`src/design/bua_pkg.sv`:
```
// Shared constants, codes, types and helpers for the batched unique ID allocator.
`default_nettype none
package bua_pkg;

  localparam int ID_W      = 63;
  localparam int FULL_W    = ID_W + 1;
  localparam int BS_W      = 32;
  localparam int RANK_W    = 10;
  localparam int NR_W      = 11;
  localparam int OP_W      = 3;
  localparam int ST_W      = 3;
  localparam int CFG_W     = 32;
  localparam int CFG_IDX_W = 2;
  localparam int OFS_W     = 45;
  localparam int MAX_RANKS = 1024;

  localparam logic [OP_W-1:0] OP_BEGIN_INIT  = 3'd0;
  localparam logic [OP_W-1:0] OP_SCAN_ID     = 3'd1;
  localparam logic [OP_W-1:0] OP_FINISH_INIT = 3'd2;
  localparam logic [OP_W-1:0] OP_GET_ID      = 3'd3;
  localparam logic [OP_W-1:0] OP_REFILL      = 3'd4;

  localparam logic [ST_W-1:0] ST_OK        = 3'd0;
  localparam logic [ST_W-1:0] ST_OVERFLOW  = 3'd1;
  localparam logic [ST_W-1:0] ST_EXHAUSTED = 3'd2;
  localparam logic [ST_W-1:0] ST_NO_NEXT   = 3'd3;
  localparam logic [ST_W-1:0] ST_DISABLED  = 3'd4;

  localparam logic [CFG_IDX_W-1:0] CFG_ENABLED    = 2'd0;
  localparam logic [CFG_IDX_W-1:0] CFG_BLOCK_LEN  = 2'd1;
  localparam logic [CFG_IDX_W-1:0] CFG_RANK_INDEX = 2'd2;
  localparam logic [CFG_IDX_W-1:0] CFG_NUM_RANKS  = 2'd3;

  typedef struct packed {
    logic [OP_W-1:0]   opcode;
    logic [FULL_W-1:0] id_value;
    logic [OFS_W-1:0]  fin_init_ofs;
    logic [OFS_W-1:0]  fin_cur_lim_ofs;
    logic [OFS_W-1:0]  fin_sp_lim_ofs;
    logic [OFS_W-1:0]  fin_adv_ofs;
    logic [OFS_W-1:0]  ref_start_ofs;
    logic [OFS_W-1:0]  ref_lim_ofs;
    logic [OFS_W-1:0]  ref_adv_ofs;
  } prep_t;

  typedef struct packed {
    logic [ID_W-1:0] new_id;
    logic [ST_W-1:0] status;
    logic            next_batch_empty;
  } result_t;

  function automatic logic [NR_W-1:0] clamp_ranks(input logic [NR_W-1:0] v);
    clamp_ranks = (v > NR_W'(MAX_RANKS)) ? NR_W'(MAX_RANKS) : v;
  endfunction

endpackage
`default_nettype wire

```
`src/design/bua_prep.sv`:
```
// Input stage: register the request and the batch offset products.
`default_nettype none
module bua_prep
  import bua_pkg::*;
(
  input  wire logic               clk,
  input  wire logic               rst,
  input  wire logic               in_valid,
  output      logic               in_ready,
  input  wire logic [OP_W-1:0]    opcode,
  input  wire logic [FULL_W-1:0]  id_value,
  input  wire logic [RANK_W-1:0]  lower_requests,
  input  wire logic [NR_W-1:0]    total_requests,
  input  wire logic [BS_W-1:0]    block_len,
  input  wire logic [RANK_W-1:0]  rank_index,
  input  wire logic [NR_W-1:0]    num_ranks,
  output      logic               prep_valid,
  input  wire logic               prep_ready,
  output      prep_t              prep
);

  localparam int RB_W = RANK_W + BS_W;
  localparam int NB_W = NR_W + BS_W;

  logic [RB_W-1:0] ri_bs;
  logic [NB_W-1:0] nr_bs;
  logic [RB_W-1:0] lo_bs;
  logic [NB_W-1:0] tot_bs;
  prep_t           prep_next;

  assign ri_bs  = RB_W'(rank_index) * RB_W'(block_len);
  assign nr_bs  = NB_W'(clamp_ranks(num_ranks)) * NB_W'(block_len);
  assign lo_bs  = RB_W'(lower_requests) * RB_W'(block_len);
  assign tot_bs = NB_W'(clamp_ranks(total_requests)) * NB_W'(block_len);

  always_comb begin
    prep_next.opcode          = opcode;
    prep_next.id_value        = id_value;
    prep_next.fin_init_ofs    = OFS_W'({ri_bs, 1'b0}) + OFS_W'(1);
    prep_next.fin_cur_lim_ofs = OFS_W'({ri_bs, 1'b0}) + OFS_W'(block_len) + OFS_W'(1);
    prep_next.fin_sp_lim_ofs  = OFS_W'({ri_bs, 1'b0}) + OFS_W'({block_len, 1'b1});
    prep_next.fin_adv_ofs     = OFS_W'({nr_bs, 1'b0}) + OFS_W'(1);
    prep_next.ref_start_ofs   = OFS_W'(lo_bs);
    prep_next.ref_lim_ofs     = OFS_W'(lo_bs) + OFS_W'(block_len);
    prep_next.ref_adv_ofs     = OFS_W'(tot_bs);
  end

  assign in_ready = !prep_valid || prep_ready;

  always_ff @(posedge clk) begin
    if (rst) begin
      prep_valid <= 1'b0;
    end else if (in_ready) begin
      prep_valid <= in_valid;
    end
  end

  always_ff @(posedge clk) begin
    if (in_valid && in_ready) begin
      prep <= prep_next;
    end
  end

endmodule
`default_nettype wire

```
`config.mk`:
```
export PLATFORM = sky130hd
export DESIGN_NAME = bua_prep
export DESIGN_NICKNAME = d
export VERILOG_FILES = /design/src/design/bua_pkg.sv /design/src/design/bua_prep.sv
export SDC_FILE = /design/constraint.sdc
export NUM_CORES = 2
export LEC_CHECK = 0
export BUFFER_PORTS_ARGS = -buffer_cell sky130_fd_sc_hd__buf_4
export CAP_MARGIN = 20
export CORE_MARGIN = 2
export CORE_UTILIZATION = 50
export DETAILED_ROUTE_END_ITERATION = 16
export GPL_TIMING_DRIVEN = 0
export PLACE_DENSITY_LB_ADDON = 0.08
export SYNTH_ARGS = -nofsm -noshare
export SYNTH_HDL_FRONTEND = slang
export SYNTH_SLANG_ARGS = --single-unit
```
`constraint.sdc`:
```
create_clock -name clk -period 27.8 [get_ports clk]
set_clock_uncertainty 0.2 [all_clocks]
set_input_delay 5.56 -clock clk [delete_from_list [all_inputs] [get_ports clk]]
set_output_delay 5.56 -clock clk [all_outputs]
set_load 0.03 [all_outputs]
```
# Yosys cells after proc, flatten, opt, wreduce, memory -nomap -nowiden

Index checks and enable logic that the tools add are counted.
W data, S select, Z words.

Memory bits (writable): 0
Bits in latches: 0
Memory bits (read-only): 0
Bits in registers: 378
Input bits: 145
Memories: 0

Equal/unequal tests: 0
Multiply operators: 4
Div/mod/pow operators: 0
Magnitude comparators: 2
Bitwise operators: 0
$add $sub $neg: 6
Mux-type cells: 2
Reductions and logical operators: 3
Shifts and indexed selects: 0

Operator list:

| operator                | count |
|---|---|
| $add A44 B1 Y45 const B | 2 |
| $mul A11 B32 Y43        | 2 |
| $mul A10 B32 Y42        | 2 |
| $add A43 B1 Y44 const B | 1 |
| $add A43 B32 Y44        | 1 |
| $add A43 B33 Y44        | 1 |
| $add A42 B32 Y43        | 1 |
| $gt A11 B11 Y1 const B  | 2 |
| $mux W11                | 2 |
| $logic_and A1 B1 Y1     | 1 |
| $logic_not A1 Y1        | 1 |
| $logic_or A1 B1 Y1      | 1 |

# Logic depth before layout (Yosys ltp)

Word-level depth: 4
Gate-level depth with buffers: 33
Gate-level depth less buffers: 32

# Least setup slack after synthesis

OpenSTA, ideal clock, no wires.

Path type: input to register
Start: input prep_ready
End: register prep[0] (netlist name) (enable)
Setup slack: 12,596 ps
Buffers on the path: 0
Data arrival time: 14,230 ps
Data required time: 26,825 ps
Stages: 2
Cells stage by stage: nand2b_1 > and2_1

Word-level cells in the longest chain between the ends: 2

RTL lines:

| what                   | RTL line       | source |
|---|---|---|
| start: declaration     | bua_prep.sv:18 | `input wire logic prep_ready,` |
| $logic_or A1 B1 Y1     | bua_prep.sv:48 | `assign in_ready = !prep_valid \|\| prep_ready;` |
| $logic_and A1 B1 Y1    | bua_prep.sv:59 | `if (in_valid && in_ready) begin` |
| end signal: assignment | bua_prep.sv:60 | `prep <= prep_next;` |
| end: declaration       | bua_prep.sv:19 | `output prep_t prep` |

No other way between the ends.
A chain may end at the register's enable or synchronous reset.

==> results.cfg <==
[cts]
cts_hold_buffers = 0
cts_tree = done
clk_pin_slew_worst_paths_ns = 0.06
cts_inserted_buffers = 43
htree_levels = 2
cts_resized = 0
cts_sinks = 368
clockBufferDepth = 3
worstSkewPairLatency_ns = 0.60
postCtsSetupRepairBufs = 0
root_buffer = clkbuf_16

[placed_design]
hpwl_mm = 148
port_buffers = 512
gp_congestion = 0.964

[die]
core-area_mm2 = 0.115
dieWidth_um = 344
num_rows = 124
design.die.area_mm2 = 0.118
die_y_um = 344
num_io_pins = 529
start_util_pct = 50.4

[yosys]
yosys_most_used_dff = edfxtp_1
ys_seq_elements = 368
ys_async_sr_fraction_pct = 0
synth-edff-count = 367
ys_seq_area_share_pct = 19.1
synth_cell_type_count = 90
syn_area_per_cell_um2 = 9.57
synth_top_area_cell = fa_1
synth_top_area_share_pct = 35.3
ys_warn_count = 0
syn-instance-count = 6031
synth.top_cells.by_area = fa_1 (35%), edfxtp_1 (19%), ha_1 (9.0%)
syn_area_mm2 = 0.0577

[global_route]
grt_max_degree = 73
grt_overflow = 0
first_global_vias = 45900
grt_use_total_pct = 30.6
antenna_found_initial = 14
grt_pass1_wl_mm = 271

[timing]
worst_pin_slew_ns = 1.18
drv_slew = 0
hold_viol_final = 0
fmax_mhz = 63.4
post-route-period-util_pct = 56.7
max_slew_margin_pct = 21.0
timing.setup.tns_ns = 0
finalSetupViolCount = 0
rsz0062_at_grt = no
finalCriticalPeriod_ns = 15.78

[worst_hold_path]
hp-start = prep_valid
hold_path_class = reg2reg

[critical_path]
cp_max_fo = 10
cp-start-kind = input pin
criticalPathCategory = in2reg
rrSetupSlack_ns = 25.09
cp_common_cell = fa_1
cp_data_arrival_time_ns = 15.91
cpMaxStageDelayCell = a2111oi_0
crit_start = block_len[0]
cp.required_ns = 27.94
cp-end-kind = flop
slowest_delay_ns = 0.94
reg2reg_from = prep_valid

[run]
cap_violations = 0

[drt]
ant_nets = 0
via_count = 44400
vias_per_cell = 5.44
drtPass1Iterations = 5
drc = 0
wl_mm = 179
drt_iter0_markers = 2928
drt-wirelength-per-cell_um = 21.9

[cells_and_area]
final_nets = 8185
syn2layout_area_growth_pct = 12.8
fillers = 10500
drive_gt1_share_pct = 9.80

[status]
status = finished clean
[cell usage after synthesis (5+ instances only)]
library cell / instances
inv_1: 1054
nand2_1: 1025
fa_1: 1017
and2_1: 456
ha_1: 414
edfxtp_1: 367
clkbuf_1: 277
a21oi_1: 216
xnor2_1: 158
a21o_1: 156
nor2_1: 133
o21ai_0: 104
xor2_1: 100
nand3_1: 51
nor2b_1: 49
o21a_1: 38
nand4_1: 35
nor3_1: 34
nand2b_1: 28
o21bai_1: 28
and3_1: 27
a211oi_1: 20
o211ai_1: 18
a31oi_1: 15
buf_4: 15
o31ai_1: 15
a221oi_1: 11
nor4_1: 11
a21boi_0: 9
buf_2: 9
or3_1: 9
o21ai_1: 8
o31a_1: 7
a221o_1: 6
a31o_2: 6
buf_1: 6
a211o_1: 5
and4_1: 5
nand3b_1: 5
o2111ai_1: 5
[metal layers]
metal,vias up,wire [µm],track usage [%]
li1,20000,-,-
met2,1634,83000,49.5
met1,22400,73300,40.8
met3,297,14100,5.40
met5,-,100,0
met4,16,8240,12.5
[registers in the layout, summed over array words and instances (netlist names)]
register,count
prep,367
prep_valid,1
[per-stage QoR]
step,instance area [µm²],utilization (%),setup slack [ns],hold slack [ns],instances
4_1_cts,65100,56.8,12.09,0.355,8153
5_1_grt,65100,56.9,11.64,0.391,8154
2_1_floorplan,57800,-,12.60,0.660,6044
6_report,65100,56.9,12.02,0.353,8160
3_3_place_gp,63500,55.5,9.10,0.314,8068
3_5_place_dp,63700,55.6,11.49,0.347,8075
[logic make-up (layout without fill, tap and decap cells)]
kind of cell,after synthesis,in the layout,synth area share [%]
other,2,21,0.0130
and+or+nand+nor,1887,1887,15.4
buffers and inverters,1362,1960,8.97
xor gates and xnor gates,260,260,3.97
AOI/OAI and AO/OA,721,721,8.29
adders and majority gates,1431,1431,44.2
DFF,368,368,19.1
[cell usage in the layout (no fill, tap or decap), types with 7 or more instances in the layout]
cell	n
a211oi_1	20
a21boi_0	9
a21o_1	156
a21oi_1	216
a221oi_1	11
a31oi_1	15
and2_1	455
and3_1	27
buf_2	9
buf_4	527
clkbuf_1	285
clkbuf_16	43
clkinv_2	9
conb_1	15
edfxtp_1	367
fa_1	1017
ha_1	414
inv_1	1054
nand2_1	1025
nand2b_1	28
nand3_1	51
nand4_1	35
nor2_1	133
nor2b_1	49
nor3_1	34
nor4_1	11
o211ai_1	18
o21a_1	38
o21ai_0	104
o21ai_1	8
o21bai_1	28
o31a_1	7
o31ai_1	15
or3_1	9
xnor2_1	158
xor2_1	100
[layout make-up]
| class | count | area, µm² | area share [%] |
|---|---|---|---|
| diodes | 6 | 15.0 | 0.0231 |
| plain buffers | 308 | 1220 | 1.88 |
| clock buffers | 51 | 1110 | 1.70 |
| clock inverters | 27 | 290 | 0.446 |
| inverters | 1054 | 3960 | 6.08 |
| multi-input cells | 4314 | 41600 | 63.8 |
| flip-flops and latches | 368 | 11000 | 17.0 |
| well taps | 1512 | 1890 | 2.91 |
| repair buffers | 520 | 4020 | 6.18 |
[path summary, 6_finish.rpt]
| kind | to | cells after the start |
|---|---|---|
| setup / recovery | prep[86] | 30 |
| hold / removal | prep_valid | 2 |
| setup reg to reg | prep[36] | 5 |
| hold reg to reg | prep_valid | 2 |
[critical path: cells and delay by family]
kind	cells	cell delay [ns]
fa+ha+maj	7	3.21
compound gates	5	2.62
simple gates	10	2.18
buf+inv	6	1.57
xor+xnor	2	0.75
Power is left out: the tool's default activity adds up to more than one toggle a clock period on the data nets, which glitch-free logic cannot reach.
