File: config.mk
export PLATFORM = sky130hd
export DESIGN_NAME = bua_exec
export DESIGN_NICKNAME = d
export VERILOG_FILES = /design/src/design/bua_pkg.sv /design/src/design/bua_exec.sv
export SDC_FILE = /design/constraint.sdc
export NUM_CORES = 2
export LEC_CHECK = 0
export BUFFER_PORTS_ARGS = -buffer_cell sky130_fd_sc_hd__buf_4
export CAP_MARGIN = 10
export CORE_MARGIN = 10
export CORE_UTILIZATION = 60
export DETAILED_ROUTE_END_ITERATION = 10
export PLACE_DENSITY = 0.82
export SETUP_SLACK_MARGIN = 0.02
export SYNTH_ARGS = -nofsm -noshare
export SYNTH_HDL_FRONTEND = slang
export SYNTH_SLANG_ARGS = --single-unit
export TNS_END_PERCENT = 1
File: constraint.sdc
create_clock -name clk -period 11.6 [get_ports clk]
set_input_delay 0.58 -clock clk [delete_from_list [all_inputs] [get_ports clk]]
set_output_delay 0.58 -clock clk [all_outputs]
set_load 0.02 [all_outputs]
File: src/design/bua_pkg.sv
// Shared constants, codes, types and helpers for the batched unique ID allocator.
`default_nettype none
package bua_pkg;

  localparam int ID_W      = 63;
  localparam int FULL_W    = ID_W + 1;
  localparam int BS_W      = 32;
  localparam int RANK_W    = 10;
  localparam int NR_W      = 11;
  localparam int OP_W      = 3;
  localparam int ST_W      = 3;
  localparam int CFG_W     = 32;
  localparam int CFG_IDX_W = 2;
  localparam int OFS_W     = 45;
  localparam int MAX_RANKS = 1024;

  localparam logic [OP_W-1:0] OP_BEGIN_INIT  = 3'd0;
  localparam logic [OP_W-1:0] OP_SCAN_ID     = 3'd1;
  localparam logic [OP_W-1:0] OP_FINISH_INIT = 3'd2;
  localparam logic [OP_W-1:0] OP_GET_ID      = 3'd3;
  localparam logic [OP_W-1:0] OP_REFILL      = 3'd4;

  localparam logic [ST_W-1:0] ST_OK        = 3'd0;
  localparam logic [ST_W-1:0] ST_OVERFLOW  = 3'd1;
  localparam logic [ST_W-1:0] ST_EXHAUSTED = 3'd2;
  localparam logic [ST_W-1:0] ST_NO_NEXT   = 3'd3;
  localparam logic [ST_W-1:0] ST_DISABLED  = 3'd4;

  localparam logic [CFG_IDX_W-1:0] CFG_ENABLED    = 2'd0;
  localparam logic [CFG_IDX_W-1:0] CFG_BLOCK_LEN  = 2'd1;
  localparam logic [CFG_IDX_W-1:0] CFG_RANK_INDEX = 2'd2;
  localparam logic [CFG_IDX_W-1:0] CFG_NUM_RANKS  = 2'd3;

  typedef struct packed {
    logic [OP_W-1:0]   opcode;
    logic [FULL_W-1:0] id_value;
    logic [OFS_W-1:0]  fin_init_ofs;
    logic [OFS_W-1:0]  fin_cur_lim_ofs;
    logic [OFS_W-1:0]  fin_sp_lim_ofs;
    logic [OFS_W-1:0]  fin_adv_ofs;
    logic [OFS_W-1:0]  ref_start_ofs;
    logic [OFS_W-1:0]  ref_lim_ofs;
    logic [OFS_W-1:0]  ref_adv_ofs;
  } prep_t;

  typedef struct packed {
    logic [ID_W-1:0] new_id;
    logic [ST_W-1:0] status;
    logic            next_batch_empty;
  } result_t;

  function automatic logic [NR_W-1:0] clamp_ranks(input logic [NR_W-1:0] v);
    clamp_ranks = (v > NR_W'(MAX_RANKS)) ? NR_W'(MAX_RANKS) : v;
  endfunction

endpackage
`default_nettype wire

File: src/design/bua_exec.sv
// Execute stage: allocator state, opcode handling and the result register.
`default_nettype none
module bua_exec
  import bua_pkg::*;
(
  input  wire logic clk,
  input  wire logic rst,
  input  wire logic enabled,
  input  wire logic prep_valid,
  output      logic prep_ready,
  input  wire prep_t prep,
  output      logic rsp_valid,
  input  wire logic rsp_ready,
  output      result_t result
);

  logic [ID_W-1:0] global_cursor, global_cursor_next;
  logic [ID_W-1:0] current_next, current_next_next;
  logic [ID_W-1:0] current_limit, current_limit_next;
  logic [ID_W-1:0] spare_start, spare_start_next;
  logic [ID_W-1:0] spare_limit, spare_limit_next;
  result_t         result_next;

  logic [FULL_W-1:0] cur64;
  logic [FULL_W-1:0] fin_init, fin_cur_lim, fin_sp_lim, fin_adv;
  logic              fin_ovf;
  logic [FULL_W-1:0] get_inc;
  logic [FULL_W-1:0] ref_start, ref_lim, ref_adv;
  logic              ref_need, ref_ovf;
  logic              fire;

  assign prep_ready = !rsp_valid || rsp_ready;
  assign fire       = prep_valid && prep_ready;

  assign cur64       = {1'b0, global_cursor};
  assign fin_init    = cur64 + FULL_W'(prep.fin_init_ofs);
  assign fin_cur_lim = cur64 + FULL_W'(prep.fin_cur_lim_ofs);
  assign fin_sp_lim  = cur64 + FULL_W'(prep.fin_sp_lim_ofs);
  assign fin_adv     = cur64 + FULL_W'(prep.fin_adv_ofs);
  assign fin_ovf     = (&global_cursor) || fin_init[ID_W] || fin_cur_lim[ID_W] ||
                       fin_sp_lim[ID_W] || fin_adv[ID_W];

  assign get_inc = {1'b0, current_next} + FULL_W'(1);

  assign ref_need  = (spare_start == '0);
  assign ref_start = cur64 + FULL_W'(prep.ref_start_ofs);
  assign ref_lim   = cur64 + FULL_W'(prep.ref_lim_ofs);
  assign ref_adv   = cur64 + FULL_W'(prep.ref_adv_ofs);
  assign ref_ovf   = (ref_need && ref_lim[ID_W]) || ref_adv[ID_W];

  always_comb begin
    global_cursor_next = global_cursor;
    current_next_next  = current_next;
    current_limit_next = current_limit;
    spare_start_next   = spare_start;
    spare_limit_next   = spare_limit;
    result_next.new_id = '0;
    result_next.status = ST_OK;
    if (!enabled && prep.opcode <= OP_REFILL) begin
      result_next.status = ST_DISABLED;
    end else begin
      case (prep.opcode)
        OP_BEGIN_INIT: begin
          global_cursor_next = '0;
        end
        OP_SCAN_ID: begin
          if (!prep.id_value[ID_W] && prep.id_value[ID_W-1:0] > global_cursor) begin
            global_cursor_next = prep.id_value[ID_W-1:0];
          end
        end
        OP_FINISH_INIT: begin
          if (fin_ovf) begin
            result_next.status = ST_OVERFLOW;
          end else begin
            current_next_next  = fin_init[ID_W-1:0];
            current_limit_next = fin_cur_lim[ID_W-1:0];
            spare_start_next   = fin_cur_lim[ID_W-1:0];
            spare_limit_next   = fin_sp_lim[ID_W-1:0];
            global_cursor_next = fin_adv[ID_W-1:0];
          end
        end
        OP_GET_ID: begin
          if (get_inc > {1'b0, current_limit}) begin
            result_next.status = ST_EXHAUSTED;
          end else if (get_inc == {1'b0, current_limit}) begin
            if (spare_start == '0) begin
              result_next.status = ST_NO_NEXT;
            end else begin
              result_next.new_id = current_next;
              current_next_next  = spare_start;
              current_limit_next = spare_limit;
              spare_start_next   = '0;
              spare_limit_next   = '0;
            end
          end else begin
            result_next.new_id = current_next;
            current_next_next  = get_inc[ID_W-1:0];
          end
        end
        OP_REFILL: begin
          if (ref_ovf) begin
            result_next.status = ST_OVERFLOW;
          end else begin
            if (ref_need) begin
              spare_start_next = ref_start[ID_W-1:0];
              spare_limit_next = ref_lim[ID_W-1:0];
            end
            global_cursor_next = ref_adv[ID_W-1:0];
          end
        end
        default: begin
        end
      endcase
    end
    result_next.next_batch_empty = (spare_start_next == '0);
  end

  always_ff @(posedge clk) begin
    if (rst) begin
      global_cursor <= '0;
      current_next  <= '0;
      current_limit <= '0;
      spare_start   <= '0;
      spare_limit   <= '0;
      rsp_valid     <= 1'b0;
    end else begin
      if (fire) begin
        global_cursor <= global_cursor_next;
        current_next  <= current_next_next;
        current_limit <= current_limit_next;
        spare_start   <= spare_start_next;
        spare_limit   <= spare_limit_next;
      end
      if (prep_ready) begin
        rsp_valid <= prep_valid;
      end
    end
  end

  always_ff @(posedge clk) begin
    if (fire) begin
      result <= result_next;
    end
  end

endmodule
`default_nettype wire

# Word-level counts from Yosys, hierarchy flattened

Index checks and enable logic that the tools add are counted.

Bits in registers: 383
Bits of input ports: 387
Output and inout port bits: 69
Word-level logic and storage cells: 97

Add/subtract/negate cells: 8
Magnitude comparators: 3
Eq/ne operators: 13
Mux-type cells: 37
Bitwise gates (word level): 2
Reduce and logical (&&, ||, !) cells: 25

Operator list:

| operator                                                         | count |
|---|---|
| 63-bit 2-to-1 mux                                                | 26 |
| 63-bit by 45-bit adder with 64-bit output                        | 6 |
| 63-bit case mux with 3 select lines                              | 2 |
| 63-bit case mux with 2 select lines                              | 2 |
| 63-bit case mux with 4 select lines                              | 1 |
| 63-bit logical NOT                                               | 2 |
| 63-bit by 1-bit adder with 64-bit output (second input constant) | 1 |
| 64-bit by 63-bit == test with 1-bit output                       | 1 |
| 64-bit by 63-bit > comparator with 1-bit output                  | 1 |
| 63-bit by 45-bit adder with 63-bit output                        | 1 |
| 63-bit > comparator                                              | 1 |
| 63-bit AND reduction                                             | 1 |
| 2-bit != test (second input constant)                            | 7 |
| 6-bit AND reduction                                              | 2 |
| 3-bit case mux with 3 select lines                               | 1 |
| 9-bit AND reduction                                              | 1 |
| 7-bit AND reduction                                              | 1 |
| 3-bit by 2-bit == test with 1-bit output (second input constant) | 2 |
| 1-bit logical OR                                                 | 6 |
| 3-bit 2-to-1 mux                                                 | 2 |
| 1-bit logical AND                                                | 4 |
| 4-bit nonzero test                                               | 1 |
| 3-bit by 1-bit == test with 1-bit output (second input constant) | 1 |
| 3-bit == test (second input constant)                            | 1 |
| 10 further kinds                                                 | 14 |

# Longest topological paths before layout

Word-level depth: 9
Mapped depth: 29
Gate-level depth less buffers: 25

# Least setup slack after synthesis

No wires, ideal clock.

Path type: register to register
Start point: register current_next[2]
End point: register result[0] (netlist name) (data pin)
Library setup time: 169 ps
Arrival: 6059 ps
Data required time: 11431 ps
Path slack: 5372 ps
Cell stages (with the launch flop): 27
Buffers on the path: 3
Period minus slack after synthesis: 6228 ps
Cell sequence: dfxtp_1 > and4_1 > and3_1 > nand4_1 > nor3_1 > nand2_1 > or3_1 > or3_1 > clkbuf_1 > nor3_1 > xor2_1 > ha_1 > nand3_1 > nor4_1 > and4_1 > o21ai_1 > o21a_1 > a21oi_1 > or4b_1 > buf_2 > buf_6 > a222oi_1 > nand4_1 > nor3_1 > nor4b_2 > nand4_1 > nor4b_2

RTL lines:

| item                   | RTL line        | RTL |
|---|---|---|
| start, declared        | bua_exec.sv:18  | `logic [ID_W-1:0] current_next, current_next_next;` |
| start signal, assigned | bua_exec.sv:129 | `current_next <= current_next_next;` |
| end signal, assigned   | bua_exec.sv:142 | `result <= result_next;` |
| end, declared          | bua_exec.sv:14  | `output result_t result` |

# Worst setup path in the final report

Start point: register current_next[2]
End point: register current_limit[12]

Cells in the longest elaborated chain, start to end: 4
Elaborated cells between the ends (all ways): 6
Those cells by class: add/sub (1); order compare (1); eq/ne (3); reduce/logical (1)

RTL lines:

| item                                                                                                          | RTL line                       | RTL |
|---|---|---|
| 63-bit by 1-bit adder with 64-bit output *                                                                    | bua_exec.sv:43                 | `assign get_inc = {1'b0, current_next} + FULL_W'(1);` |
| 64-bit by 63-bit > comparator with 1-bit output or 64-bit by 63-bit == test with 1-bit output (tied branches) | bua_exec.sv:83, bua_exec.sv:85 |  |
| 2-bit != test (no source line)                                                                                | --                             |  |
| 7-bit AND reduction (no source line) *                                                                        | --                             |  |
| end signal, assigned                                                                                          | bua_exec.sv:130                | `current_limit <= current_limit_next;` |
| end, declared                                                                                                 | bua_exec.sv:19                 | `logic [ID_W-1:0] current_limit, current_limit_next;` |

Mark *: on every way between the ends. The rest lies on a longest branch, timed or not.
A chain may end at the register's enable or synchronous reset.

==> reports/results.ini <==
[clock_network]
root_buffer=sky130_fd_sc_hd__clkbuf_16
cts_made_buffers=45
cts_tree=yes
cts_repair_resize_count=0
clock_insertion_delay_worst_skew_ps=620
clock_sink_count=383
path_clk_slew_ps=60
cts_hold_bufs=0
number_of_buffers_inserted_by_post_cts_setup_repair=0
cts_max_path_buffers=3
cts.htree.levels=2

[finish]
post_route_insts_no_fill=6441
nets=6372
layout-drive-gt1-share_pct=12.0
synthToLayoutAreaGrowth_pct=14.1
fillCellCount=5710

[grt]
grt_pass1_vias=40556
grt_antenna_before_repair=14
grtUsageTotal_pct=40.0
grt_pass1_wl_mm=242
grt_start_max_net_pins=134
global_route.overflow_total=0

[worst_setup_path]
startpoint_type=flip-flop
critPathSlowestCell=sky130_fd_sc_hd__nor2_1
timing.critical_path.cells=and4_1, and3_1, nand4_1, nor3_1, nand2_1, or3_1, or3_1, nor2_1, xor2_1, ha_1, a21o_1, a21o_1, a21oi_1, o21ai_0, a221oi_1, o21ai_0, a21oi_1, o22ai_1, a2111o_1, nor2_1, and2_2, buf_4, nor2_1, a311oi_1
path_common_cell=sky130_fd_sc_hd__nor2_1
critical_path.max_fanout=79
worst-endpoint-arrival_ps=9150
cp_slowest_stage_delay_ps=880
timing.critical_path.to_type=flip-flop
critical_path_required_ps=12100
path_class=reg2reg

[floorplanning]
io_pins=456
fp.coreArea_um2=65600
die_h_um=277
fp-row-count=94
die_width_um=277
start_util_pct=60.5
die_area_um2=76900

[timing]
timing.final.crit_period_ps=8650
hold_fails_final_rpt=0
layout_worst_path_cycle_share_pct=74.6
slew_headroom_pct=18.2
tightestPinTransition_ps=1220
finalSetupTns_ps=0
max_freq_ghz=0.116
finalSetupViolations=0
final.hold.worst_slack_ps=230
final_max_slew_violation_count=0
rsz0062_at_grt=false
finalClockSkew_ps=37.6

[power]
total_switching_power_uw=1480
overall_power_of_the_completed_layout_uw=4310
netSwitchingFraction_pct=34.5
peakVddDrop_mv=0.0942
powerDensity_nw_per_um2=95.1
power.share.combinational_pct=30.7
p_leak_uw=0.0197
p_seq_share_pct=34.3
clock_power_share_pct=35.0
internal-power_uw=2820

[synthesis]
ys_types=95
syn_inst=5232
syn-num-nets=6068
asyncSetResetFlopFracSynth_pct=0
synth-edff-count=67
synth_ff_type=sky130_fd_sc_hd__dfxtp_1
post_syn_area_per_cell_um2=7.59
netlist_area_um2=39700
yosys_register_bits=383
synth_seq_area_share_pct=21.0
ys_warn_count=0

[drt]
wire_per_inst_um=25.5
via_count=43456
drt_first_pass_iters=10
ant_nets=0
via_per_inst=6.75
drc=0
drt_iter0_markers=6289
totalWireLength_mm=164

[outcome]
status=completed

[placed_design]
place.gp.congestion=1.07
place.port_buffers=455
dpl.cell_count=6352
post-dp-hpwl_mm=131

[worst_hold_path]
kind_of_path_behind_the_tightest_hold_check=in2reg

[flow_run]
cap_violations=0

-- synth_stat cells, types with 16 or more instances --
master	instances	share of area, %
sky130_fd_sc_hd__o31ai_1	17	0.32
sky130_fd_sc_hd__nor2b_1	59	0.93
sky130_fd_sc_hd__o21bai_1	48	0.91
sky130_fd_sc_hd__ha_1	442	14
sky130_fd_sc_hd__nor4_1	43	0.68
sky130_fd_sc_hd__a22oi_1	60	1.1
sky130_fd_sc_hd__a311oi_1	51	1.1
sky130_fd_sc_hd__o22ai_1	40	0.63
sky130_fd_sc_hd__o211ai_1	33	0.62
sky130_fd_sc_hd__nand2_1	403	3.8
sky130_fd_sc_hd__a221oi_1	52	1.1
sky130_fd_sc_hd__nand2b_1	53	0.84
sky130_fd_sc_hd__a21oi_1	473	6.0
sky130_fd_sc_hd__inv_1	189	1.8
sky130_fd_sc_hd__edfxtp_1	67	5.1
sky130_fd_sc_hd__clkbuf_1	227	2.1
sky130_fd_sc_hd__nor3_1	127	1.6
sky130_fd_sc_hd__o21a_1	31	0.59
sky130_fd_sc_hd__nand4_1	107	1.7
sky130_fd_sc_hd__a21o_1	243	4.6
sky130_fd_sc_hd__and2_1	91	1.4
sky130_fd_sc_hd__mux2i_1	64	1.6
sky130_fd_sc_hd__and4_1	16	0.35
sky130_fd_sc_hd__xor2_1	142	3.1
sky130_fd_sc_hd__or2_2	24	0.38
sky130_fd_sc_hd__a31oi_1	40	0.63
sky130_fd_sc_hd__a211oi_1	177	3.3
sky130_fd_sc_hd__nand3_1	111	1.4
sky130_fd_sc_hd__dfxtp_1	316	16
sky130_fd_sc_hd__o21ai_0	278	3.5
sky130_fd_sc_hd__or3_1	28	0.44
sky130_fd_sc_hd__and3_1	42	0.66
sky130_fd_sc_hd__xnor2_1	260	5.7
sky130_fd_sc_hd__a222oi_1	16	0.40
sky130_fd_sc_hd__nor2_1	592	5.6
-- path summary, 6_finish.rpt --
kind / slack, ps / to / cells after the start / from
setup / recovery: 2950 / current_limit[12]$_SDFFE_PP0P_ / 24 / current_next[2]$_SDFFE_PP0P_
setup reg to reg: 2950 / current_limit[12]$_SDFFE_PP0P_ / 24 / current_next[2]$_SDFFE_PP0P_
hold reg to reg: 460 / spare_limit[51]$_SDFFE_PP0P_ / 2 / spare_limit[51]$_SDFFE_PP0P_
hold / removal: 230 / global_cursor[52]$_SDFFE_PP0P_ / 3 / prep[367]
-- flip-flops by register name, indices dropped and copies added, names as in the netlist --
name,cells
result,67
current_limit,63
current_next,63
global_cursor,63
spare_limit,63
spare_start,63
rsp_valid,1
-- metal layers --
metal | vias to the layer above | wire length [um] | track usage, %
met5 | - | 106 | 0
li1 | 20006 | - | -
met1 | 19963 | 62700 | 50.8
met4 | 14 | 10700 | 22.9
met2 | 2913 | 68700 | 59.9
met3 | 560 | 22100 | 11.1
-- critical path, delay by kind of cell (launching register included) --
family                     cells  cell delay, ps
adders and majority gates      1             290
and+or+nand+nor               11            4600
buffers and inverters          1             670
AOI/OAI and AO/OA             10            2230
xor gates and xnor gates       1             230
DFF                            1             460
-- layout by cell type, fill, tap and decap left out, types with 89 or more instances in the layout --
cell type and n:
sky130_fd_sc_hd__and2_1 89, sky130_fd_sc_hd__a211oi_1 176, sky130_fd_sc_hd__o21ai_0 277, sky130_fd_sc_hd__dfxtp_1 316
sky130_fd_sc_hd__xor2_1 142, sky130_fd_sc_hd__a21oi_1 473, sky130_fd_sc_hd__nand4_1 107, sky130_fd_sc_hd__nor2_1 586
sky130_fd_sc_hd__nor3_1 126, sky130_fd_sc_hd__nand2_1 402, sky130_fd_sc_hd__a21o_1 243, sky130_fd_sc_hd__buf_4 515
sky130_fd_sc_hd__ha_1 442, sky130_fd_sc_hd__xnor2_1 260, sky130_fd_sc_hd__inv_1 188, sky130_fd_sc_hd__nand3_1 111
-- power groups by stage --
stage	logic, uW	registers [uW]	clock network [uW]
CTS	1280	1470	1500
floorplan	836	1480	0
global route	1420	1480	1550
detailed placement	1270	1500	0
finish	1320	1480	1510
global placement	1260	1500	0
-- layout make-up --
class | instances | area [um2] | share of cell area, %
Inverter | 202 | 761 | 1.68
Sequential cell | 383 | 8340 | 18.4
Clock inverter | 19 | 275 | 0.608
Tap cell | 864 | 1080 | 2.39
Clock buffer | 63 | 1240 | 2.75
Timing Repair Buffer | 516 | 3880 | 8.57
Antenna cell | 6 | 15.0 | 0.0331
Multi-Input combinational cell | 4388 | 29700 | 65.6
-- per-stage QoR --
step	instance area, um2	util [%]	setup slack [ps]
final	45300	69.0	2950
after global placement	43800	66.7	3590
after global routing	45300	69.0	2420
after floorplan	39700	-	5370
after detailed placement	43800	66.7	3320
after CTS	45300	69.0	3180
-- cell families after synthesis --
family | count (synthesis) | synth area share [%]
compound gates | 1729 | 28.9
xor+xnor | 402 | 8.87
fa+ha+maj | 449 | 14.3
buf+inv | 461 | 4.47
flops | 383 | 21.0
mux | 69 | 1.76
simple gates | 1739 | 20.8
No activity file was read; power rests on OpenSTA's default activity.
